===== src/rtl/wildcard_byte_pattern_scanner_top_defines.svh =====
// Assertion macros for the wildcard byte pattern scanner.
// Define ASSERT_OFF to compile every check away; no other dependencies.
`ifndef WILDCARD_BYTE_PATTERN_SCANNER_TOP_DEFINES_SVH
`define WILDCARD_BYTE_PATTERN_SCANNER_TOP_DEFINES_SVH
`ifndef ASSERT_OFF
// Check a property on every rising edge outside reset
`define WBPS_ASSERT(label, clk, rst, prop, msg) \
  label: assert property (@(posedge clk) disable iff (rst) (prop)) else $error(msg);
// Check that a condition is followed by another in the next cycle
`define WBPS_ASSERT_NEXT(label, clk, rst, ante, cons, msg) \
  label: assert property (@(posedge clk) disable iff (rst) (ante) |=> (cons)) else $error(msg);
`else
`define WBPS_ASSERT(label, clk, rst, prop, msg)
`define WBPS_ASSERT_NEXT(label, clk, rst, ante, cons, msg)
`endif
`endif


===== src/rtl/wbps_pkg.sv =====
// Package for the wildcard byte pattern scanner: payload structs,
// register indexes and fixed field widths. No dependencies.
package wbps_pkg;

  localparam int BYTE_W    = 8;
  localparam int ADDR_W    = 32;
  localparam int CFG_W     = 64;
  localparam int CFG_IDX_W = 2;
  localparam int MASK_W    = 16;
  localparam int LEN_W     = 5;
  localparam int PATTERN_W = 2 * CFG_W;

  // Configuration register indexes
  localparam logic [CFG_IDX_W-1:0] REG_PATTERN_LOW  = 2'd0;
  localparam logic [CFG_IDX_W-1:0] REG_PATTERN_HIGH = 2'd1;
  localparam logic [CFG_IDX_W-1:0] REG_CARE_MASK    = 2'd2;
  localparam logic [CFG_IDX_W-1:0] REG_PATTERN_LEN  = 2'd3;

  // Reset values of the configuration registers
  localparam logic [MASK_W-1:0] CARE_MASK_RESET = 16'hFFFF;
  localparam logic [LEN_W-1:0]  PATTERN_LEN_RESET = 5'd1;

  typedef struct packed {
    logic [BYTE_W-1:0] data_byte;
    logic [ADDR_W-1:0] byte_address;
    logic              last_byte;
  } in_t;

  typedef struct packed {
    logic              found;
    logic [ADDR_W-1:0] match_address;
  } out_t;

endpackage


===== src/rtl/wildcard_byte_pattern_scanner_top.sv =====
// Wildcard byte pattern scanner, top level.
// Takes one byte per cycle while in_stall is low; each result is registered in
// the output register, or parked in a skid stage while the output stalls, and
// input stalls while the skid is full; the shift-window compare is combinational.
// Synchronous reset restores register defaults and starts a fresh scan.
`include "wildcard_byte_pattern_scanner_top_defines.svh"

module wildcard_byte_pattern_scanner_top #(
  parameter int MAX_PATTERN_BYTES = 16
) (
  input  logic                           clk,
  input  logic                           rst,
  input  logic                           in_valid,
  output logic                           in_stall,
  input  wbps_pkg::in_t                  in_item,
  output logic                           out_valid,
  input  logic                           out_stall,
  output wbps_pkg::out_t                 out_item,
  input  logic                           cfg_wr_en,
  input  logic [wbps_pkg::CFG_IDX_W-1:0] cfg_index,
  input  logic [wbps_pkg::CFG_W-1:0]     cfg_data
);

  localparam int SEEN_W = $clog2(MAX_PATTERN_BYTES + 1);
  localparam logic [SEEN_W-1:0] SEEN_MAX = SEEN_W'(MAX_PATTERN_BYTES);

  // Configuration
  logic [wbps_pkg::CFG_W-1:0]  pattern_low;
  logic [wbps_pkg::CFG_W-1:0]  pattern_high;
  logic [wbps_pkg::MASK_W-1:0] care_mask;
  logic [wbps_pkg::LEN_W-1:0]  pattern_length;

  // Scan state
  logic [MAX_PATTERN_BYTES-1:0][wbps_pkg::BYTE_W-1:0] window;
  logic [MAX_PATTERN_BYTES-1:0][wbps_pkg::BYTE_W-1:0] window_next;
  logic [SEEN_W-1:0] bytes_seen;
  logic [SEEN_W-1:0] bytes_seen_next;
  logic              scan_done;

  // Output register and skid stage
  logic           skid_valid;
  wbps_pkg::out_t skid_item;

  logic                       in_xfer;
  logic                       out_xfer;
  logic                       match_hit;
  logic [wbps_pkg::LEN_W-1:0] eff_len;
  logic                       result_valid;
  wbps_pkg::out_t             result_item;

  assign in_stall = skid_valid;
  assign in_xfer  = in_valid && !in_stall;
  assign out_xfer = out_valid && !out_stall;

  // Write configuration registers
  always_ff @(posedge clk) begin
    if (rst) begin
      pattern_low    <= '0;
      pattern_high   <= '0;
      care_mask      <= wbps_pkg::CARE_MASK_RESET;
      pattern_length <= wbps_pkg::PATTERN_LEN_RESET;
    end else if (cfg_wr_en) begin
      case (cfg_index)
        wbps_pkg::REG_PATTERN_LOW:  pattern_low    <= cfg_data;
        wbps_pkg::REG_PATTERN_HIGH: pattern_high   <= cfg_data;
        wbps_pkg::REG_CARE_MASK:    care_mask      <= cfg_data[wbps_pkg::MASK_W-1:0];
        wbps_pkg::REG_PATTERN_LEN:  pattern_length <= cfg_data[wbps_pkg::LEN_W-1:0];
        default: ;
      endcase
    end
  end

  // Shift the new byte in, newest at index 0
  always_comb begin
    window_next[0] = in_item.data_byte;
    for (int i = 1; i < MAX_PATTERN_BYTES; i++) begin
      window_next[i] = window[i-1];
    end
  end

  assign bytes_seen_next = (bytes_seen < SEEN_MAX) ? bytes_seen + SEEN_W'(1) : bytes_seen;

  wbps_match #(
    .MAX_PATTERN_BYTES(MAX_PATTERN_BYTES)
  ) u_match (
    .window_next    (window_next),
    .pattern        ({pattern_high, pattern_low}),
    .care_mask      (care_mask),
    .pattern_length (pattern_length),
    .bytes_seen_next(bytes_seen_next),
    .hit            (match_hit),
    .eff_len        (eff_len)
  );

  // Build the result: a match, or not-found at the end of the range
  assign result_valid = in_xfer && !scan_done && (match_hit || in_item.last_byte);
  always_comb begin
    result_item.found = match_hit;
    if (match_hit) begin
      result_item.match_address = in_item.byte_address
                                - wbps_pkg::ADDR_W'(eff_len - wbps_pkg::LEN_W'(1));
    end else begin
      result_item.match_address = '0;
    end
  end

  // Advance scan state on transfers until a match; the last byte starts over
  always_ff @(posedge clk) begin
    if (rst) begin
      bytes_seen <= '0;
      scan_done  <= 1'b0;
    end else if (in_xfer) begin
      if (in_item.last_byte) begin
        bytes_seen <= '0;
        scan_done  <= 1'b0;
      end else if (!scan_done) begin
        bytes_seen <= bytes_seen_next;
        scan_done  <= match_hit;
      end
    end
  end

  // Hold window bytes; only positions below bytes_seen are ever compared
  always_ff @(posedge clk) begin
    if (in_xfer && !scan_done) begin
      window <= window_next;
    end
  end

  // Load the output register, or park the result in the skid stage
  always_ff @(posedge clk) begin
    if (rst) begin
      out_valid  <= 1'b0;
      skid_valid <= 1'b0;
    end else if (!out_valid || out_xfer) begin
      if (skid_valid) begin
        out_valid  <= 1'b1;
        skid_valid <= 1'b0;
      end else begin
        out_valid <= result_valid;
      end
    end else if (result_valid) begin
      skid_valid <= 1'b1;
    end
  end

  always_ff @(posedge clk) begin
    if (!out_valid || out_xfer) begin
      out_item <= skid_valid ? skid_item : result_item;
    end
    if (out_valid && !out_xfer && result_valid) begin
      skid_item <= result_item;
    end
  end

  // Checks
  `WBPS_ASSERT(a_skid_behind_out, clk, rst, skid_valid |-> out_valid, "skid holds data with empty output")
  `WBPS_ASSERT(a_not_found_zero, clk, rst, (out_valid && !out_item.found) |-> (out_item.match_address == '0), "not-found result carries an address")
  `WBPS_ASSERT_NEXT(a_done_after_hit, clk, rst, in_xfer && !scan_done && match_hit && !in_item.last_byte, scan_done, "scan not closed after a match")
  `WBPS_ASSERT(a_seen_bound, clk, rst, bytes_seen <= SEEN_MAX, "byte count past window depth")

endmodule


===== src/rtl/wbps_match.sv =====
// Masked window compare for the wildcard byte pattern scanner.
// Depends on wbps_pkg for widths.
module wbps_match #(
  parameter int MAX_PATTERN_BYTES = 16
) (
  input  logic [MAX_PATTERN_BYTES-1:0][wbps_pkg::BYTE_W-1:0] window_next,
  input  logic [wbps_pkg::PATTERN_W-1:0]                     pattern,
  input  logic [wbps_pkg::MASK_W-1:0]                        care_mask,
  input  logic [wbps_pkg::LEN_W-1:0]                         pattern_length,
  input  logic [$clog2(MAX_PATTERN_BYTES+1)-1:0]             bytes_seen_next,
  output logic                                               hit,
  output logic [wbps_pkg::LEN_W-1:0]                         eff_len
);

  localparam int IDX_W = (MAX_PATTERN_BYTES > 1) ? $clog2(MAX_PATTERN_BYTES) : 1;
  localparam logic [wbps_pkg::LEN_W-1:0] MAX_LEN = wbps_pkg::LEN_W'(MAX_PATTERN_BYTES);

  logic all_ok;

  // Clamp the programmed length into the supported range
  always_comb begin
    if (pattern_length == '0) begin
      eff_len = wbps_pkg::LEN_W'(1);
    end else if (pattern_length > MAX_LEN) begin
      eff_len = MAX_LEN;
    end else begin
      eff_len = pattern_length;
    end
  end

  // Compare each pattern byte with its window byte; wildcards always pass.
  // Pattern byte i lines up with the byte taken eff_len-1-i items ago.
  always_comb begin
    logic [wbps_pkg::LEN_W-1:0] pos;
    all_ok = 1'b1;
    pos    = '0;
    for (int i = 0; i < MAX_PATTERN_BYTES; i++) begin
      pos = eff_len - wbps_pkg::LEN_W'(i) - wbps_pkg::LEN_W'(1);
      if ((wbps_pkg::LEN_W'(i) < eff_len) && care_mask[i] &&
          (pattern[8*i +: 8] != window_next[pos[IDX_W-1:0]])) begin
        all_ok = 1'b0;
      end
    end
  end

  // No match until the window holds a full pattern length of bytes
  assign hit = all_ok && (wbps_pkg::LEN_W'(bytes_seen_next) >= eff_len);

endmodule


===== config.mk =====
export PLATFORM = sky130hd
export DESIGN_NAME = wildcard_byte_pattern_scanner_top
export DESIGN_NICKNAME = d
export VERILOG_FILES = /design/src/rtl/wbps_pkg.sv /design/src/rtl/wildcard_byte_pattern_scanner_top.sv /design/src/rtl/wbps_match.sv
export VERILOG_INCLUDE_DIRS = /design/src /design/src/rtl
export SDC_FILE = /design/constraint.sdc
export NUM_CORES = 1
export LEC_CHECK = 0
export BUFFER_PORTS_ARGS = -buffer_cell sky130_fd_sc_hd__clkbuf_2
export CAP_MARGIN = 20
export CORE_MARGIN = 1.5
export CORE_UTILIZATION = 50
export CTS_BUF_LIST = sky130_fd_sc_hd__clkbuf_2
export CTS_CLUSTER_DIAMETER = 150
export DETAILED_ROUTE_END_ITERATION = 6
export PLACE_DENSITY = 0.78
export SLEW_MARGIN = 30
export SYNTH_ARGS = -nofsm -noshare
export SYNTH_HDL_FRONTEND = slang
export SYNTH_SLANG_ARGS = --single-unit

===== constraint.sdc =====
create_clock -name clk -period 17.15 [get_ports clk]
set_input_delay 3.43 -clock clk [delete_from_list [all_inputs] [get_ports clk]]
set_output_delay 3.43 -clock clk [all_outputs]
set_load 0.1 [all_outputs]

==> summary.md, run 1 <==
| Metric | Value |
|---|---|
| DP Wirelength | 52260 µm |
| Pwr/cell area | 86.11 nW/µm² |
| Max Fclk | 139.0 MHz |
| Post-CTS Resized | 0 |
| # setup viols final | 0 |
| Setup_tns | 0 ns |
| Maxcap violations | 0 |
| Reg2reg setup slack | 9.95 ns |
| Setup crit end kind | register |
| Critical Path End | skid_item[6]$_DFFE_PP_ |
| Placed inst area | 24070 µm² |
| CP max FO | 70 |
| Area growth syn-to-layout | 9.219% |
| Final Hold Violating Endpoints | 0 |
| Gr usage total | 0.3057 |
| Slew Limit Fails | 0 |
| Worst path slowest cell | ha_1 |
| Worst path arrival time | 7.92 ns |
| Outcome | finished, final reports clean |
| I/O pins | 147 |
| Synth area leaders | edfxtp_1 (24%), mux4_2 (16%), dfxtp_1 (14%), mux2i_1 (10%), nand2_1 (6.3%) |
| Number of port buffers | 146 |
| Clk sinks | 343 |
| Tmin final | 7.197 ns |
| Int Power | 1.400 mW |
| Final cycle utilization of the critical path | 0.4196 |
| Worst slew margin | 0.3319 |
| Die width | 216.8 µm |
| Worst Skew | 0.1163 ns |
| First-pass GRT wire length | 108500 µm |
| DR DRC count | 0 |
| Sequential cell fraction of total power | 0.441 |
| Sw frac | 0.3485 |
| DR iter-0 viols | 2708 |
| Mapped cell area | 22860 µm² |
| Total leakage power | 9.899 nW |
| Worst vdd ir | 0.00006278 V |
| Reg2reg end | skid_item[6]$_DFFE_PP_ |
| Net Count, Synth | 2294 |
| Slowest stage delay, CP | 0.67 ns |
| Clk slew on worst S/H paths | 0.11 ns |
| Synthesized area per cell | 10.72 µm² |
| Post-synth top area share | 0.2444 |
| Post-synth ARST share | 0 |
| Psw | 0.7491 mW |
| RSZ-0062 raised after global routing | false |
| Clock Power Share | 0.284 |
| Initial Util | 0.5047 |
| CP most frequent cell | buf_4 |
| Drt wl/cell | 24.76 µm |
| Yosys top cell by area | edfxtp_1 |
| Post-Route WL | 72240 µm |
| Final cell count without fillers | 2918 |
| Worst hold margin | 0.4610 ns |
| Htree depth | 3 |
| Cts bufs inserted | 90 |
| Dpl cells | 2761 |
| Most used flip-flop cell after synthesis | edfxtp_1 |
| Critical path startpoint category | register |
| Routed via count | 18970 |
| GPL Wtd Cong | 0.9809 |
| Post-synth EDFFs | 186 |
| Num rows | 78 |
| Yosys cell types | 74 |
| Synthesized instance count | 2133 |
| Core area | 45280 µm² |
| Post-CTS setup buffers | 0 |
| Yosys Warn Count | 0 |
| Share of total power in combinational logic | 0.275 |
| Worst EP required | 17.88 ns |
| Hold Path Origin | window[29]$_DFFE_PP_ |
| Clk buf depth | 3 |
| Remaining Overflow, GRT | 0 |
| Root Buffer | clkbuf_2 |
| Hold WC Path Type | reg -> reg |
| Fin area | 24960 µm² |
| Worst-Margin Slew | 0.9984 ns |
| Largest net degree at the start of global routing | 141 |
| Vias per cell | 6.500 |
| Die height | 216.8 µm |
| Post-DRT Antenna Nets | 0 |
| Vias in the first global route | 18000 |
| Flops & latches, synth | 343 |
| Drt first pass iters | 5 |
| Nets | 2416 |
| Crit path cell chain | buf_4 -> nand2b_4 -> clkinv_2 -> ha_1 -> xnor2_2 -> buf_4 -> mux2_2 -> a222oi_1 -> xnor2_1 -> nand4_1 -> nor4_1 -> o311ai_1 -> nor4_1 -> nand4b_1 -> buf_4 -> a2111oi_2 -> buf_4 |
| R2r startpoint | pattern_length[4]$_SDFFE_PP0P_ |
| Fraction of layout cells with a size suffix above 1 | 0.2305 |
| Crit. Startpoint | pattern_length[4]$_SDFFE_PP0P_ |
| CTS tree | built |
| Reg2reg path depth | 17 |
| Initial antenna violation count | 2 |
| # hold bufs at CTS | 0 |
| Filler instances | 3900 |
| Post-synthesis sequential area ratio | 0.3819 |
| Insertion delay to the later sink of the worst-skew pair | 1.10 ns |
| Setup CP Type | reg -> reg |
| Die area | 47000 µm² |
worst min path at each step:
stage                                    end  cells after the start  slack (ns)
2_1_floorplan     care_mask[14]$_SDFFE_PP1P_                      2        0.43
3_3_place_gp       care_mask[8]$_SDFFE_PP1P_                      2        0.45
3_5_place_dp   pattern_high[11]$_SDFFE_PP0P_                      2        0.46
4_1_cts        pattern_high[11]$_SDFFE_PP0P_                      2        0.48
5_1_grt         pattern_high[5]$_SDFFE_PP0P_                      2        0.50
6_report                window[37]$_DFFE_PP_                      0        0.46
power groups by stage:
stage | clock network (mW) | logic, mW | registers, mW
final | 0.611 | 0.591 | 0.948
after global routing | 0.661 | 0.622 | 0.952
after CTS | 0.623 | 0.577 | 0.946
after detailed placement | 0 | 0.575 | 0.964
after global placement | 0 | 0.561 | 0.961
after floorplan | 0 | 0.385 | 0.991
registers in the layout, summed over array words and instances, names as in the netlist:
register	flops
bytes_seen	5
care_mask	16
in_stall	1
out_item	33
out_valid	1
pattern_high	64
pattern_length	5
pattern_low	64
scan_done	1
skid_item	33
window	120
per-layer routing:
layer  GRT usage  share of wire  vias to the layer above
met5           0        0.00019                        -
met4      0.1252          0.038                        2
met3      0.1069           0.13                      181
met2      0.4488           0.44                     1178
met1      0.4120           0.40                     9308
li1            -              -                     8299
cells by family (layout without fill, tap and decap cells):
kind of cell | after synthesis | after routing | synth area share
fa+ha+maj | 49 | 49 | 0.02715
flops | 343 | 343 | 0.3819
other cells | 0 | 1 | 0
compound gates | 362 | 362 | 0.1023
buf+inv | 175 | 359 | 0.03263
mux | 408 | 408 | 0.2687
simple gates | 612 | 612 | 0.1168
xor+xnor | 184 | 184 | 0.07051
through the flow:
step / util / setup WS [ns] / power [mW]
final: 0.5513 / 9.953 / 2.149
after global placement: 0.5310 / 9.322 / 1.522
after CTS: 0.5500 / 9.941 / 2.146
after global routing: 0.5513 / 9.720 / 2.235
after detailed placement: 0.5315 / 9.281 / 1.539
after floorplan: - / 7.562 / 1.375
worst max-delay path, delay by kind of cell (launching register included):
family          cells  cell delay, ns
flops               1            0.32
simple gates        5            1.57
mux                 1            0.40
xor+xnor            2            0.42
buf+inv             5            2.20
fa+ha+maj           1            0.67
compound gates      3            1.20
layout make-up:
class                   instances  area, µm²  area share
repair buffers                180       1040     0.04165
flip-flops and latches        343       8730      0.3497
inverters                      25      95.09    0.003809
diodes                          1      2.502   0.0001002
clock buffers                 134      670.6     0.02687
multi-input cells            1615      13510      0.5411
well taps                     600      750.7     0.03007
clock inverters                20      166.4    0.006666
cell usage after synthesis (4+ instances only):
master / instances
a222oi_1: 4
a21boi_0: 6
nand3b_1: 20
o211ai_1: 7
ha_1: 48
mux2i_1: 230
dfxtp_1: 157
buf_6: 6
nor4_1: 10
nor2b_1: 7
a31oi_1: 10
nand3_1: 20
a22o_1: 14
nor3_1: 11
or2_2: 7
a211oi_1: 4
nand4_1: 33
xor2_1: 52
o21ai_0: 27
and3_1: 11
nor2_1: 79
inv_1: 21
o22ai_1: 8
o2111ai_1: 5
xnor2_1: 132
buf_1: 17
a21o_1: 18
mux2_2: 15
edfxtp_1: 186
nand2_1: 386
nand2b_1: 11
or3_1: 6
o221ai_1: 5
o31ai_1: 33
buf_2: 20
a311oi_1: 6
buf_4: 5
a221oi_1: 14
a21oi_1: 165
clkbuf_1: 102
a22oi_1: 5
mux4_2: 163
cell usage in the layout, fill, tap and decap left out, types with 6 or more instances in the layout:
master,n
nand2_1,386
clkbuf_2,279
mux2i_1,230
edfxtp_1,186
a21oi_1,165
mux4_2,163
dfxtp_1,156
xnor2_1,127
nor2_1,76
xor2_1,52
ha_1,48
nand4_1,33
o31ai_1,33
buf_4,28
o21ai_0,27
inv_1,20
nand3_1,20
nand3b_1,20
a21o_1,18
mux2_2,15
a22o_1,14
a221oi_1,13
clkinv_1,12
nor3_1,11
and3_1,11
nor4_1,10
a31oi_1,10
nand2b_1,10
o22ai_1,8
nor2b_1,7
o211ai_1,7
or2_2,7
a21boi_0,6
a311oi_1,6
or3_1,6
(Power assumes the default switching activity.)
==> run 2, diff against run 1 <==
--- a/config.mk
+++ b/config.mk
@@ -13,7 +13,7 @@
 export CTS_BUF_LIST = sky130_fd_sc_hd__clkbuf_2
 export CTS_CLUSTER_DIAMETER = 150
 export DETAILED_ROUTE_END_ITERATION = 6
-export PLACE_DENSITY = 0.78
+export PLACE_DENSITY = 0.8
 export SLEW_MARGIN = 30
 export SYNTH_ARGS = -nofsm -noshare
 export SYNTH_HDL_FRONTEND = slang
==> constraint.sdc (replaced) <==
create_clock -name clk -period 6.6 [get_ports clk]
set_input_delay 1.32 -clock clk [delete_from_list [all_inputs] [get_ports clk]]
set_output_delay 1.32 -clock clk [all_outputs]
set_load 0.1 [all_outputs]
==> summary.md, run 2 (same netlist as run 1, synthesis figures left out) <==
| Metric | Value |
|---|---|
| Hold WC Path Type | in -> reg (was reg -> reg) |
| Max Fclk | 158.5 MHz (was 139.0 MHz) |
| Worst path arrival time | 7.01 ns (was 7.92 ns) |
| Area growth syn-to-layout | 9.158% (was 9.219%) |
| Final Hold Violating Endpoints | 0 (unchanged) |
| Slowest stage delay, CP | 0.78 ns (was 0.67 ns) |
| Max reg flops | 120 (unchanged) |
| Layout Utilization | 0.5510 (was 0.5513) |
| Die width | 216.8 µm (unchanged) |
| Tmin final | 6.311 ns (was 7.197 ns) |
| Initial Util | 0.5047 (unchanged) |
| DP Wirelength | 53230 µm (was 52260 µm) |
| Pwr/cell area | 219.4 nW/µm² (was 86.11 nW/µm²) |
| Routed via count | 19380 (was 18970) |
| Clk sinks | 343 (unchanged) |
| Worst path slowest cell | a2111oi_1 (was ha_1) |
| Die area | 47000 µm² (unchanged) |
| Worst EP required | 7.30 ns (was 17.88 ns) |
| Worst-Margin Slew | 1.013 ns (was 0.9984 ns) |
| CTS tree | built (unchanged) |
| Root Buffer | clkbuf_2 (unchanged) |
| Vias in the first global route | 17960 (was 18000) |
| Setup CP Type | reg -> reg (unchanged) |
| First-pass GRT wire length | 109500 µm (was 108500 µm) |
| GPL Wtd Cong | 0.9935 (was 0.9809) |
| Initial antenna violation count | 4 (was 2) |
| Placed inst area | 24140 µm² (was 24070 µm²) |
| Fin area | 24950 µm² (was 24960 µm²) |
| Tot Pwr | 5.473 mW (was 2.149 mW) |
| Met3 Use GR | 0.09001 (was 0.1069) |
| Worst hold margin | 0.4099 ns (was 0.4610 ns) |
| Setup_tns | 0 ns (unchanged) |
| # setup viols final | 0 (unchanged) |
| # hold bufs at CTS | 0 (unchanged) |
| Dpl cells | 2765 (was 2761) |
| Final cycle utilization of the critical path | 0.9561 (was 0.4196) |
| Num rows | 78 (unchanged) |
| Gr usage total | 0.3074 (was 0.3057) |
| Cts bufs inserted | 92 (was 90) |
| CP top delay family | compound AO/OA/AOI/OAI gates (was buffers and inverters) |
| Most common cell after layout, fill and taps aside | nand2_1 (unchanged) |
| Nets | 2421 (was 2416) |
| Die height | 216.8 µm (unchanged) |
| Worst vdd ir | 0.0001454 V (was 0.00006278 V) |
| PnR worst setup slack | 0.2895 ns (was 9.953 ns) |
| Drt wl/cell | 24.95 µm (was 24.76 µm) |
| Outcome | finished with violations (was finished, final reports clean) |
| Htree depth | 3 (unchanged) |
| Final cell count without fillers | 2929 (was 2918) |
| Worst slack, placed | 0.4327 ns (was 9.281 ns) |
| I/O pins | 147 (unchanged) |
| Clk buf depth | 3 (unchanged) |
| Core area | 45280 µm² (unchanged) |
| Met2 usage | 0.4634 (was 0.4488) |
| Critical path startpoint category | register (unchanged) |
| RSZ-0062 raised after global routing | false (unchanged) |
| Insertion delay to the later sink of the worst-skew pair | 1.16 ns (was 1.10 ns) |
| Clk slew on worst S/H paths | 0.10 ns (was 0.11 ns) |
| Largest net degree at the start of global routing | 129 (was 141) |
| Grt peak-use layer | met2 (unchanged) |
| CP max FO | 33 (was 70) |
| Post-Route WL | 73080 µm (was 72240 µm) |
| Slew Limit Fails | 0 (unchanged) |
| Post-DRT Antenna Nets | 0 (unchanged) |
| Remaining Overflow, GRT | 0 (unchanged) |
| Top reg by flops | window (unchanged) |
| Total leakage power | 9.868 nW (was 9.899 nW) |
| Crit path cell chain | or3_4 -> a21oi_4 -> inv_2 -> ha_1 -> nor2b_1 -> mux2_2 -> xnor2_1 -> mux2_2 -> o21ai_0 -> nand3b_1 -> a2111oi_1 -> and3_1 -> o21ai_0 -> nand4b_1 -> a2111oi_4 -> buf_4 (was buf_4 -> nand2b_4 -> clkinv_2 -> ha_1 -> xnor2_2 -> buf_4 -> mux2_2 -> a222oi_1 -> xnor2_1 -> nand4_1 -> nor4_1 -> o311ai_1 -> nor4_1 -> nand4b_1 -> buf_4 -> a2111oi_2 -> buf_4) |
| Most frequent cells in the layout | nand2_1 (386), clkbuf_2 (278), mux2i_1 (230) (was nand2_1 (386), clkbuf_2 (279), mux2i_1 (230)) |
| CP Buf/Inv Count | 2 (was 5) |
| Drt first pass iters | 7 (was 5) |
| Vias per cell | 6.616 (was 6.500) |
| DR iter-0 viols | 2850 (was 2708) |
| Setup crit end kind | register (unchanged) |
| Number of port buffers | 146 (unchanged) |
| DR DRC count | 1 (was 0) |
| Fraction of layout cells with a size suffix above 1 | 0.2289 (was 0.2305) |
| Largest registers | window x120, pattern_high x64, pattern_low x64 (unchanged) |
| Worst Skew | 0.1227 ns (was 0.1163 ns) |
| Met1 usage in global routing | 0.4181 (was 0.4120) |
| Failing checks | DRC |
| Maxcap violations | 0 (unchanged) |
| Worst slew margin | 0.3222 (was 0.3319) |
==> run 2: cell types whose count changed in the layout (fill, tap and decap cells not counted), moves of 2 or more <==
cell	change
clkinvlp_4	+2
buf_12	+3
clkinv_1	+10
clkinv_4	-2
buf_6	-5
buf_4	+5
diode_2	+4
bufinv_16	-3
==> run 2: power by group <==
part / leakage, nW / internal [mW] / switching (mW)
logic: 6.09 / 0.629 / 0.908
registers: 3.19 / 2.36 / 0.108
clock network: 0.594 / 0.534 / 0.937
total: 9.87 / 3.52 / 1.95
==> run 2: worst register-to-register path, stage by stage (launching register included) <==
cell and delay, ns:
dfxtp_1 0.55, or3_4 0.46, a21oi_4 0.24, inv_2 0.15
ha_1 0.28, nor2b_1 0.15, mux2_2 0.35, xnor2_1 0.66
mux2_2 0.40, o21ai_0 0.32, nand3b_1 0.13, a2111oi_1 0.78
and3_1 0.26, o21ai_0 0.08, nand4b_1 0.26, a2111oi_4 0.33
buf_4 0.45
==> run 2: layout make-up <==
type                    count  area (µm²)
fillers                  3809       20330
multi-input cells        1615       13520
flip-flops and latches    343        8730
repair buffers            183        1069
well taps                 600       750.7
clock buffers             133       665.6
clock inverters            25       102.6
inverters                  25       95.09
diodes                      5       12.51
==> run 2: worst paths after layout <==
check	to	slack, ns	start	cells after the start
worst max-delay path	skid_item[29]$_DFFE_PP_	0.29	pattern_length[3]$_SDFFE_PP0P_	16
worst min-delay path	pattern_low[39]$_SDFFE_PP0P_	0.41	cfg_data[39]	3
worst max register to register	skid_item[29]$_DFFE_PP_	0.29	pattern_length[3]$_SDFFE_PP0P_	16
worst min register to register	pattern_low[46]$_SDFFE_PP0P_	0.47	pattern_low[46]$_SDFFE_PP0P_	2
==> run 2: timing repair <==
item	in CTS	in global routing
endpoints found under the setup margin	0	11
resized for setup	0	1
endpoints found under the hold margin	0	0
setup buffers	0	0
==> run 2: metal layers <==
layer,vias up,routed length (µm)
li1,8300,-
met1,9543,28110
met2,1343,32670
met3,191,9479
met4,2,2803
met5,-,13
